==> config.mk <==
export PLATFORM = sky130hd
export DESIGN_NAME = rgb_to_nv12_converter_flat
export DESIGN_NICKNAME = d
export VERILOG_FILES = /design/src/hdl/rgb2nv12_pkg.sv /design/src/hdl/rgb2nv12_req_if.sv /design/src/hdl/rgb2nv12_rsp_if.sv /design/src/hdl/rgb_to_nv12_converter.sv /design/src/flat_wrapper.sv
export SDC_FILE = /design/constraint.sdc
export NUM_CORES = 2
export LEC_CHECK = 0
export CELL_PAD_IN_SITES_DETAIL_PLACEMENT = 0
export CELL_PAD_IN_SITES_GLOBAL_PLACEMENT = 2
export CORE_MARGIN = 8
export CORE_UTILIZATION = 43
export DETAILED_ROUTE_END_ITERATION = 12
export DONT_BUFFER_PORTS = 1
export GPL_ROUTABILITY_DRIVEN = 0
export HOLD_SLACK_MARGIN = 0.1
export PLACE_DENSITY_LB_ADDON = 0.1
export SLEW_MARGIN = 20
export SYNTH_ARGS = -nofsm -noshare
export SYNTH_HDL_FRONTEND = slang
export SYNTH_SLANG_ARGS = --single-unit
==> constraint.sdc <==
create_clock -name clock -period 10.9 [get_ports clock]
set_input_delay 1.09 -clock clock [delete_from_list [all_inputs] [get_ports clock]]
set_output_delay 1.09 -clock clock [all_outputs]
set_load 0.02 [all_outputs]
==> src/hdl/rgb2nv12_pkg.sv <==
package rgb2nv12_pkg;

   localparam int DEF_MAX_WIDTH  = 4096;
   localparam int DEF_MAX_HEIGHT = 4096;

   localparam int FW_W     = 13;
   localparam int FH_W     = 13;
   localparam int STRIDE_W = 14;
   localparam int OFS_W    = 26;
   localparam int PIX_W    = 8;
   localparam int ACC_W    = 16;

   localparam int CSR_INDEX_W = 2;
   localparam int CSR_DATA_W  = 14;

   localparam logic [CSR_INDEX_W-1:0] CSR_FRAME_WIDTH  = 2'd0;
   localparam logic [CSR_INDEX_W-1:0] CSR_FRAME_HEIGHT = 2'd1;
   localparam logic [CSR_INDEX_W-1:0] CSR_OUT_STRIDE   = 2'd2;

   localparam logic [FW_W-1:0]     FRAME_WIDTH_RST  = 13'd640;
   localparam logic [FH_W-1:0]     FRAME_HEIGHT_RST = 13'd480;
   localparam logic [STRIDE_W-1:0] OUT_STRIDE_RST   = 14'd640;

   localparam int Y_R    = 66;
   localparam int Y_G    = 129;
   localparam int Y_B    = 25;
   localparam int Y_OFS  = 16;
   localparam int CB_R   = 38;
   localparam int CB_G   = 74;
   localparam int CB_B   = 112;
   localparam int CR_R   = 112;
   localparam int CR_G   = 94;
   localparam int CR_B   = 18;
   localparam int ROUND  = 128;
   localparam int C_BIAS = 32768;
   localparam int FRAC_BITS = 8;

   typedef struct packed {
      logic [PIX_W-1:0] blue;
      logic [PIX_W-1:0] green;
      logic [PIX_W-1:0] red;
   } pixel_type;

   typedef struct packed {
      logic [PIX_W-1:0] luma;
      logic             luma_valid;
      logic [OFS_W-1:0] luma_offset;
      logic             chroma_valid;
      logic [PIX_W-1:0] cb;
      logic [PIX_W-1:0] cr;
      logic [OFS_W-1:0] chroma_offset;
      logic             frame_end;
   } result_type;

endpackage

==> src/hdl/rgb2nv12_req_if.sv <==
interface rgb2nv12_req_if import rgb2nv12_pkg::*; ();
   logic      valid;
   logic      ready;
   pixel_type data;

   modport source (output valid, output data, input ready);
   modport sink (input valid, input data, output ready);
endinterface

==> src/hdl/rgb2nv12_rsp_if.sv <==
interface rgb2nv12_rsp_if import rgb2nv12_pkg::*; ();
   logic       valid;
   logic       ready;
   result_type data;

   modport source (output valid, output data, input ready);
   modport sink (input valid, input data, output ready);
endinterface

==> src/hdl/rgb_to_nv12_converter.sv <==
// Channel    Dir  Handshake    Payload
// req_chan   in   valid/ready  blue, green, red (one pixel, raster order)
// rsp_chan   out  valid/ready  luma, offsets, cb/cr, valid flags, frame_end
// csr        in   write only   csr_write_en, csr_index, csr_wdata
//
// One pixel per cycle sustained while rsp is not stalled; a req transaction passes
// through the stage-one register and then the result register before rsp valid rises.
// Stage one registers the pixel and its column/row; stage two holds the
// colour products and the stride multiplies in the result register.
// Synchronous reset clears the counters and valids and sets the CSRs to defaults.
// A stalled rsp holds the result; req stays ready while stage one can drain.
module rgb_to_nv12_converter import rgb2nv12_pkg::*; #(
   parameter int MAX_WIDTH  = DEF_MAX_WIDTH,
   parameter int MAX_HEIGHT = DEF_MAX_HEIGHT
) (
   input  logic                   clock,
   input  logic                   reset,
   rgb2nv12_req_if.sink           req_chan,
   rgb2nv12_rsp_if.source         rsp_chan,
   input  logic                   csr_write_en,
   input  logic [CSR_INDEX_W-1:0] csr_index,
   input  logic [CSR_DATA_W-1:0]  csr_wdata
);

   localparam int COL_W = $clog2(MAX_WIDTH);
   localparam int ROW_W = $clog2(MAX_HEIGHT);
   localparam int PROD_W = ROW_W + 2 + STRIDE_W;
   localparam logic [COL_W:0] W_MIN = (COL_W+1)'(2);
   localparam logic [COL_W:0] W_MAX = (COL_W+1)'(MAX_WIDTH - (MAX_WIDTH % 2));
   localparam logic [ROW_W:0] H_MIN = (ROW_W+1)'(2);
   localparam logic [ROW_W:0] H_MAX = (ROW_W+1)'(MAX_HEIGHT);

   logic [FW_W-1:0]     frame_width_ff, frame_width_in;
   logic [FH_W-1:0]     frame_height_ff, frame_height_in;
   logic [STRIDE_W-1:0] out_stride_ff, out_stride_in;

   logic [COL_W-1:0] col_ff, col_in;
   logic [ROW_W-1:0] row_ff, row_in;

   logic             s1_valid_ff, s1_valid_in;
   pixel_type        s1_pix_ff;
   logic [COL_W-1:0] s1_col_ff;
   logic [ROW_W-1:0] s1_row_ff;
   logic             s1_yv_ff, s1_cv_ff, s1_fe_ff;

   logic       out_valid_ff, out_valid_in;
   result_type out_data_ff, out_data_in;

   logic [FW_W-1:0] fw_even;
   logic [COL_W:0]  eff_w, col_inc;
   logic [ROW_W:0]  eff_h, h_even, row_inc;
   logic            last_col, last_row, yv, cv;
   logic            req_fire, s1_adv;

   logic [ACC_W-1:0]  y_sum, cb_sum, cr_sum;
   logic [PROD_W-1:0] luma_prod, chroma_prod, chroma_row;

   // configuration
   always_comb begin
      frame_width_in  = frame_width_ff;
      frame_height_in = frame_height_ff;
      out_stride_in   = out_stride_ff;
      if (csr_write_en) begin
         unique case (csr_index)
            CSR_FRAME_WIDTH:  frame_width_in  = csr_wdata[FW_W-1:0];
            CSR_FRAME_HEIGHT: frame_height_in = csr_wdata[FH_W-1:0];
            CSR_OUT_STRIDE:   out_stride_in   = csr_wdata[STRIDE_W-1:0];
            default: ;
         endcase
      end
   end

   always_comb begin
      fw_even = {frame_width_ff[FW_W-1:1], 1'b0};
      if (fw_even < FW_W'(2)) begin
         eff_w = W_MIN;
      end else if (32'(fw_even) > 32'(MAX_WIDTH)) begin
         eff_w = W_MAX;
      end else begin
         eff_w = (COL_W+1)'(fw_even);
      end
      if (frame_height_ff < FH_W'(2)) begin
         eff_h = H_MIN;
      end else if (32'(frame_height_ff) > 32'(MAX_HEIGHT)) begin
         eff_h = H_MAX;
      end else begin
         eff_h = (ROW_W+1)'(frame_height_ff);
      end
      h_even = {eff_h[ROW_W:1], 1'b0};
   end

   // position tracking and stage one
   assign s1_adv         = !out_valid_ff || rsp_chan.ready;
   assign req_chan.ready = !s1_valid_ff || s1_adv;
   assign req_fire       = req_chan.valid && req_chan.ready;

   always_comb begin
      col_inc  = {1'b0, col_ff} + (COL_W+1)'(1);
      row_inc  = {1'b0, row_ff} + (ROW_W+1)'(1);
      last_col = col_inc >= eff_w;
      last_row = row_inc >= eff_h;
      yv       = {1'b0, row_ff} < h_even;
      cv       = yv && !row_ff[0] && !col_ff[0];
      col_in   = col_ff;
      row_in   = row_ff;
      if (req_fire) begin
         if (last_col) begin
            col_in = '0;
            row_in = last_row ? '0 : row_inc[ROW_W-1:0];
         end else begin
            col_in = col_inc[COL_W-1:0];
         end
      end
      s1_valid_in = req_fire || (s1_valid_ff && !s1_adv);
   end

   // stage two: colour maths and offsets
   always_comb begin
      y_sum = ACC_W'(s1_pix_ff.red) * ACC_W'(Y_R) + ACC_W'(s1_pix_ff.green) * ACC_W'(Y_G)
            + ACC_W'(s1_pix_ff.blue) * ACC_W'(Y_B) + ACC_W'(ROUND);
      cb_sum = ACC_W'(s1_pix_ff.blue) * ACC_W'(CB_B) + ACC_W'(ROUND + C_BIAS)
             - ACC_W'(s1_pix_ff.red) * ACC_W'(CB_R) - ACC_W'(s1_pix_ff.green) * ACC_W'(CB_G);
      cr_sum = ACC_W'(s1_pix_ff.red) * ACC_W'(CR_R) + ACC_W'(ROUND + C_BIAS)
             - ACC_W'(s1_pix_ff.green) * ACC_W'(CR_G) - ACC_W'(s1_pix_ff.blue) * ACC_W'(CR_B);
      chroma_row  = PROD_W'(s1_row_ff >> 1) + PROD_W'(eff_h);
      luma_prod   = PROD_W'(s1_row_ff) * PROD_W'(out_stride_ff);
      chroma_prod = chroma_row * PROD_W'(out_stride_ff);

      out_data_in               = '0;
      out_data_in.luma_valid    = s1_yv_ff;
      out_data_in.chroma_valid  = s1_cv_ff;
      out_data_in.frame_end     = s1_fe_ff;
      if (s1_yv_ff) begin
         out_data_in.luma        = y_sum[ACC_W-1:FRAC_BITS] + PIX_W'(Y_OFS);
         out_data_in.luma_offset = OFS_W'(luma_prod) + OFS_W'(s1_col_ff);
      end
      if (s1_cv_ff) begin
         out_data_in.cb            = cb_sum[ACC_W-1:FRAC_BITS];
         out_data_in.cr            = cr_sum[ACC_W-1:FRAC_BITS];
         out_data_in.chroma_offset = OFS_W'(chroma_prod) + OFS_W'(s1_col_ff);
      end
      out_valid_in = (s1_valid_ff && s1_adv) || (out_valid_ff && !rsp_chan.ready);
   end

   assign rsp_chan.valid = out_valid_ff;
   assign rsp_chan.data  = out_data_ff;

   always_ff @(posedge clock) begin
      if (reset) begin
         frame_width_ff  <= FRAME_WIDTH_RST;
         frame_height_ff <= FRAME_HEIGHT_RST;
         out_stride_ff   <= OUT_STRIDE_RST;
         col_ff          <= '0;
         row_ff          <= '0;
         s1_valid_ff     <= 1'b0;
         out_valid_ff    <= 1'b0;
      end else begin
         frame_width_ff  <= frame_width_in;
         frame_height_ff <= frame_height_in;
         out_stride_ff   <= out_stride_in;
         col_ff          <= col_in;
         row_ff          <= row_in;
         s1_valid_ff     <= s1_valid_in;
         out_valid_ff    <= out_valid_in;
      end
   end

   always_ff @(posedge clock) begin
      if (req_fire) begin
         s1_pix_ff <= req_chan.data;
         s1_col_ff <= col_ff;
         s1_row_ff <= row_ff;
         s1_yv_ff  <= yv;
         s1_cv_ff  <= cv;
         s1_fe_ff  <= last_col && last_row;
      end
      if (s1_valid_ff && s1_adv) begin
         out_data_ff <= out_data_in;
      end
   end

endmodule

==> src/flat_wrapper.sv <==
// flat-port wrapper written by rule: the top's interface ports become plain ports
module rgb_to_nv12_converter_flat import rgb2nv12_pkg::*;
#(
   parameter int MAX_WIDTH  = DEF_MAX_WIDTH,
   parameter int MAX_HEIGHT = DEF_MAX_HEIGHT
)
  (clock, reset, csr_write_en, csr_index, csr_wdata, req_chan_valid, req_chan_data, req_chan_ready, rsp_chan_valid, rsp_chan_data, rsp_chan_ready);
  rgb2nv12_req_if req_chan_i ();
  rgb2nv12_rsp_if rsp_chan_i ();
  input  logic clock;
  input  logic reset;
  input  logic csr_write_en;
  input  logic [CSR_INDEX_W-1:0] csr_index;
  input  logic [CSR_DATA_W-1:0] csr_wdata;
  input wire logic [$bits(req_chan_i.valid)-1:0] req_chan_valid;
  input wire logic [$bits(req_chan_i.data)-1:0] req_chan_data;
  output wire logic [$bits(req_chan_i.ready)-1:0] req_chan_ready;
  output wire logic [$bits(rsp_chan_i.valid)-1:0] rsp_chan_valid;
  output wire logic [$bits(rsp_chan_i.data)-1:0] rsp_chan_data;
  input wire logic [$bits(rsp_chan_i.ready)-1:0] rsp_chan_ready;
  assign req_chan_i.valid = req_chan_valid;
  assign req_chan_i.data = req_chan_data;
  assign req_chan_ready = req_chan_i.ready;
  assign rsp_chan_valid = rsp_chan_i.valid;
  assign rsp_chan_data = rsp_chan_i.data;
  assign rsp_chan_i.ready = rsp_chan_ready;
  rgb_to_nv12_converter #(.MAX_WIDTH(MAX_WIDTH), .MAX_HEIGHT(MAX_HEIGHT)) u_core (.clock(clock), .reset(reset), .req_chan(req_chan_i), .rsp_chan(rsp_chan_i), .csr_write_en(csr_write_en), .csr_index(csr_index), .csr_wdata(csr_wdata));
endmodule
==> summary.txt <==
Clocking
  • CTS tree: yes
  • Post-CTS Resized: 0
  • CTS H-tree lvls: 4
  • Clock Sinks: 195
  • Clk slew on worst S/H paths: 0.10 ns
  • Max clock buf depth: 2
  • Number of CTS-inserted buffers: 17
  • Root buffer cell: clkbuf_16
  • Post-CTS setup buffer count: 0
  • Worst-skew pair later-pin latency: 0.52 ns
  • Hold buffers post-CTS: 0

Synthesis
  • Area of the mapped netlist: 0.0277 mm^2
  • Synthesis Warnings: 0
  • Post-Syn Area per Cell: 9.60 um^2
  • Synth async-reset ratio: 0%
  • Dominant cells by area after synthesis: fa_1 27%, ha_1 19%, edfxtp_1 14%
  • FF+latch count, synth: roughly 200
  • Cell taking the most area after synthesis: fa_1
  • EDFF count, synth: 130
  • Commonest cells in the synthesized netlist: 512 x inv_1, 432 x ha_1, 371 x fa_1
  • Sequential area share after synthesis: 18.8%
  • Share of the synthesized area in the top cell type: 26.8%
  • Distinct cells, synth: 67
  • Most used flip-flop cell after synthesis: edfxtp_1
  • Cell with the most instances after synthesis: inv_1
  • Gate Count Post-Synth: ~2900

STA
  • Worst slew pin tran: 1.04 ns
  • Endpoints failing setup: 0
  • Tmin final: between 8 and 9 ns
  • Unrepaired setup endpoints after global routing: false
  • Setup_tns: 0 ns
  • Final hold violation count: 0
  • FMAX: 115 MHz
  • Worst Skew: roughly 0.024 ns
  • Slew margin rel.: 30.3%
  • Fin. max-slew vios: 0
  • Final period util: 80.1%

Global routing
  • Initial antenna violation count: 1
  • Gr ovfl total: 0
  • Tot GR Track Use: 19.6%
  • First-pass GRT wire length: 112 mm
  • Vias in the first global route: about 20000
  • Largest net degree at the start of global routing: 74

Drt
  • TritonRoute pass-1 iters: 5
  • WL met1: 34.8 mm
  • DR vias/cell: slightly above 5
  • Final WL: 69.7 mm
  • Met2 wire len: 30.8 mm
  • Top layer in use: met4
  • Post-route ant nets: 0
  • Met3 WL: between 2 and 3 mm
  • Starting DRT DRC Count: 1007
  • Vias: ~19000
  • DRC: 0
  • Drt wl/cell: 18.6 um

Power and ir drop
  • Peak supply drop: 220 uV
  • Leak: 0.0145 uW
  • Cell Pwr Density: 184 mW/mm^2

Worst setup path
  • Arrival time worst endpoint: roughly 9 ns
  • CP required: 11.16 ns
  • Largest stage delay, worst path: 0.53 ns
  • Critical path class: reg2reg
  • Critical path's top delay family: adder cells
  • Buf+Inv Stages, Crit Path: 6
  • Crit path depth: 33
  • Cell repeated most along the worst path: fa_1
  • CP max-delay cell: fa_1
  • Worst Reg2Reg Path Length in Cells: 33
  • CP Launch Type: register
  • Crit. End Element: register
  • CP Max Fanout: 14

Finish
  • Nets: ~3700
  • Layout cells sized above 1: 3.23%
  • Reg area: about 0.0052 mm^2
  • Layout Cells excl Fill: between 3000 and 4000
  • Fillers: 6201
  • Layout area overhead: 6.14%
  • Footprint of the multi-input gates: between 0.02 and 0.025 mm^2

Floorplan
  • DIE AREA: 0.0729 mm^2
  • Core area: about 0.064 mm^2
  • Die Height: 270 um
  • # IOs: 126
  • # rows: 93
  • Die width: 270 um
  • Starting Density: a little over two fifths

Hold path
  • Hold Path Depth: 2
  • Worst min-delay path class: reg2reg

Job
  • Max-cap violations: 0

Placed design
  • Placed wire-length estimate: 56.6 mm
  • Dpl cells: 3706
  • IO buf count: 0

Run status
  • Status: completed
==> final timing paths <==
check,endpoint,start,slack [ns]
setup reg to reg,u_core.rsp_chan.data[26],u_core.frame_height_ff[4],2.17
hold / removal,u_core.out_stride_ff[10],u_core.out_stride_ff[10],0.46
setup / recovery,u_core.rsp_chan.data[26],u_core.frame_height_ff[4],2.17
hold reg to reg,u_core.out_stride_ff[10],u_core.out_stride_ff[10],0.46
==> report_power, final <==
part           leakage, uW  switching [uW]  internal (uW)
registers          0.00178             178           1030
clock network     0.000297             364            330
logic               0.0125            1930           1580
==> registers in the layout (all words and copies together), names as in the netlist, 12 cells and up <==
name and cells:
u_core.rsp_chan.data 79, u_core.s1_pix_ff 24, u_core.out_stride_ff 14, u_core.frame_height_ff 13
u_core.col_ff 12, u_core.frame_width_ff 12, u_core.row_ff 12, u_core.s1_col_ff 12
u_core.s1_row_ff 12
==> cells in the final DEF, fill, tap and decap left out, types with 7 or more instances in the layout <==
cell       count
edfxtp_1     130
a21o_1        42
and3b_1       10
nand2_1      348
nor2b_1       18
inv_1        512
o31ai_1        7
and2_1       197
nand3b_1      13
o21bai_1      22
clkbuf_16     17
nor2_1        68
nor4_1        10
conb_1        12
a21oi_1      148
buf_4         35
a211oi_1      17
nand3_1       38
xnor2_1       96
a31oi_1        8
fa_1         371
o21a_1        15
dfxtp_1       65
or2_2          7
and3_1        15
o21ai_0       50
xor2_1        34
nand4_1       10
o211ai_1       8
ha_1         432
nand2b_1      21
nor3_1        15
==> logic make-up (layout without fill, tap and decap cells) <==
| group | after synthesis | after routing | synth area share (%) |
|---|---|---|---|
| adders and majority gates | 803 | 803 | 46.3 |
| AOI/OAI and AO/OA | 359 | 359 | 8.18 |
| DFF | 195 | 195 | 18.8 |
| other | 2 | 13 | 0.0271 |
| and+or+nand+nor | 797 | 797 | 14.3 |
| muxes | 5 | 5 | 0.185 |
| xor gates and xnor gates | 132 | 132 | 4.17 |
| buffers and inverters | 596 | 580 | 8.09 |
==> metal layers <==
| layer | track usage, % | vias to the layer above |
|---|---|---|
| met5 | 0 | - |
| met1 | 28.3 | 9464 |
| met2 | 30.4 | 264 |
| li1 | - | 9272 |
| met3 | 3.51 | 64 |
| met4 | 4.92 | 0 |
==> worst register-to-register path, delay by kind of cell (launching register included) <==
| family | cells | cell delay [ns] |
|---|---|---|
| simple gates | 6 | 1.27 |
| xor+xnor | 1 | 0.16 |
| mux | 1 | 0.16 |
| flops | 1 | 0.34 |
| fa+ha+maj | 8 | 3.55 |
| buf+inv | 6 | 0.52 |
| compound gates | 11 | 2.48 |
==> stage by stage <==
step	util (%)	worst slack [ns]	total power [uW]	hold slack, ns	area [um^2]
after floorplan	-	2.98	3960	0.400	27800
after global placement	44.9	2.17	4740	0.438	28800
after detailed placement	44.9	2.17	4770	0.443	28800
after CTS	45.9	2.12	5510	0.455	29400
after global routing	45.9	1.58	6050	0.472	29400
final	45.9	2.17	5420	0.457	29400
==> cell type report <==
| type | instances | area share (%) |
|---|---|---|
| inverter | 513 | 6.54 |
| sequential | 195 | 17.7 |
| antenna | 1 | 0.00850 |
| timing repair buffer | 35 | 0.893 |
| clock buffer | 17 | 1.45 |
| multi-input combinational | 2108 | 69.1 |
| tap | 855 | 3.64 |
| clock inverter | 15 | 0.646 |
Power figures use the tool's default switching activity.
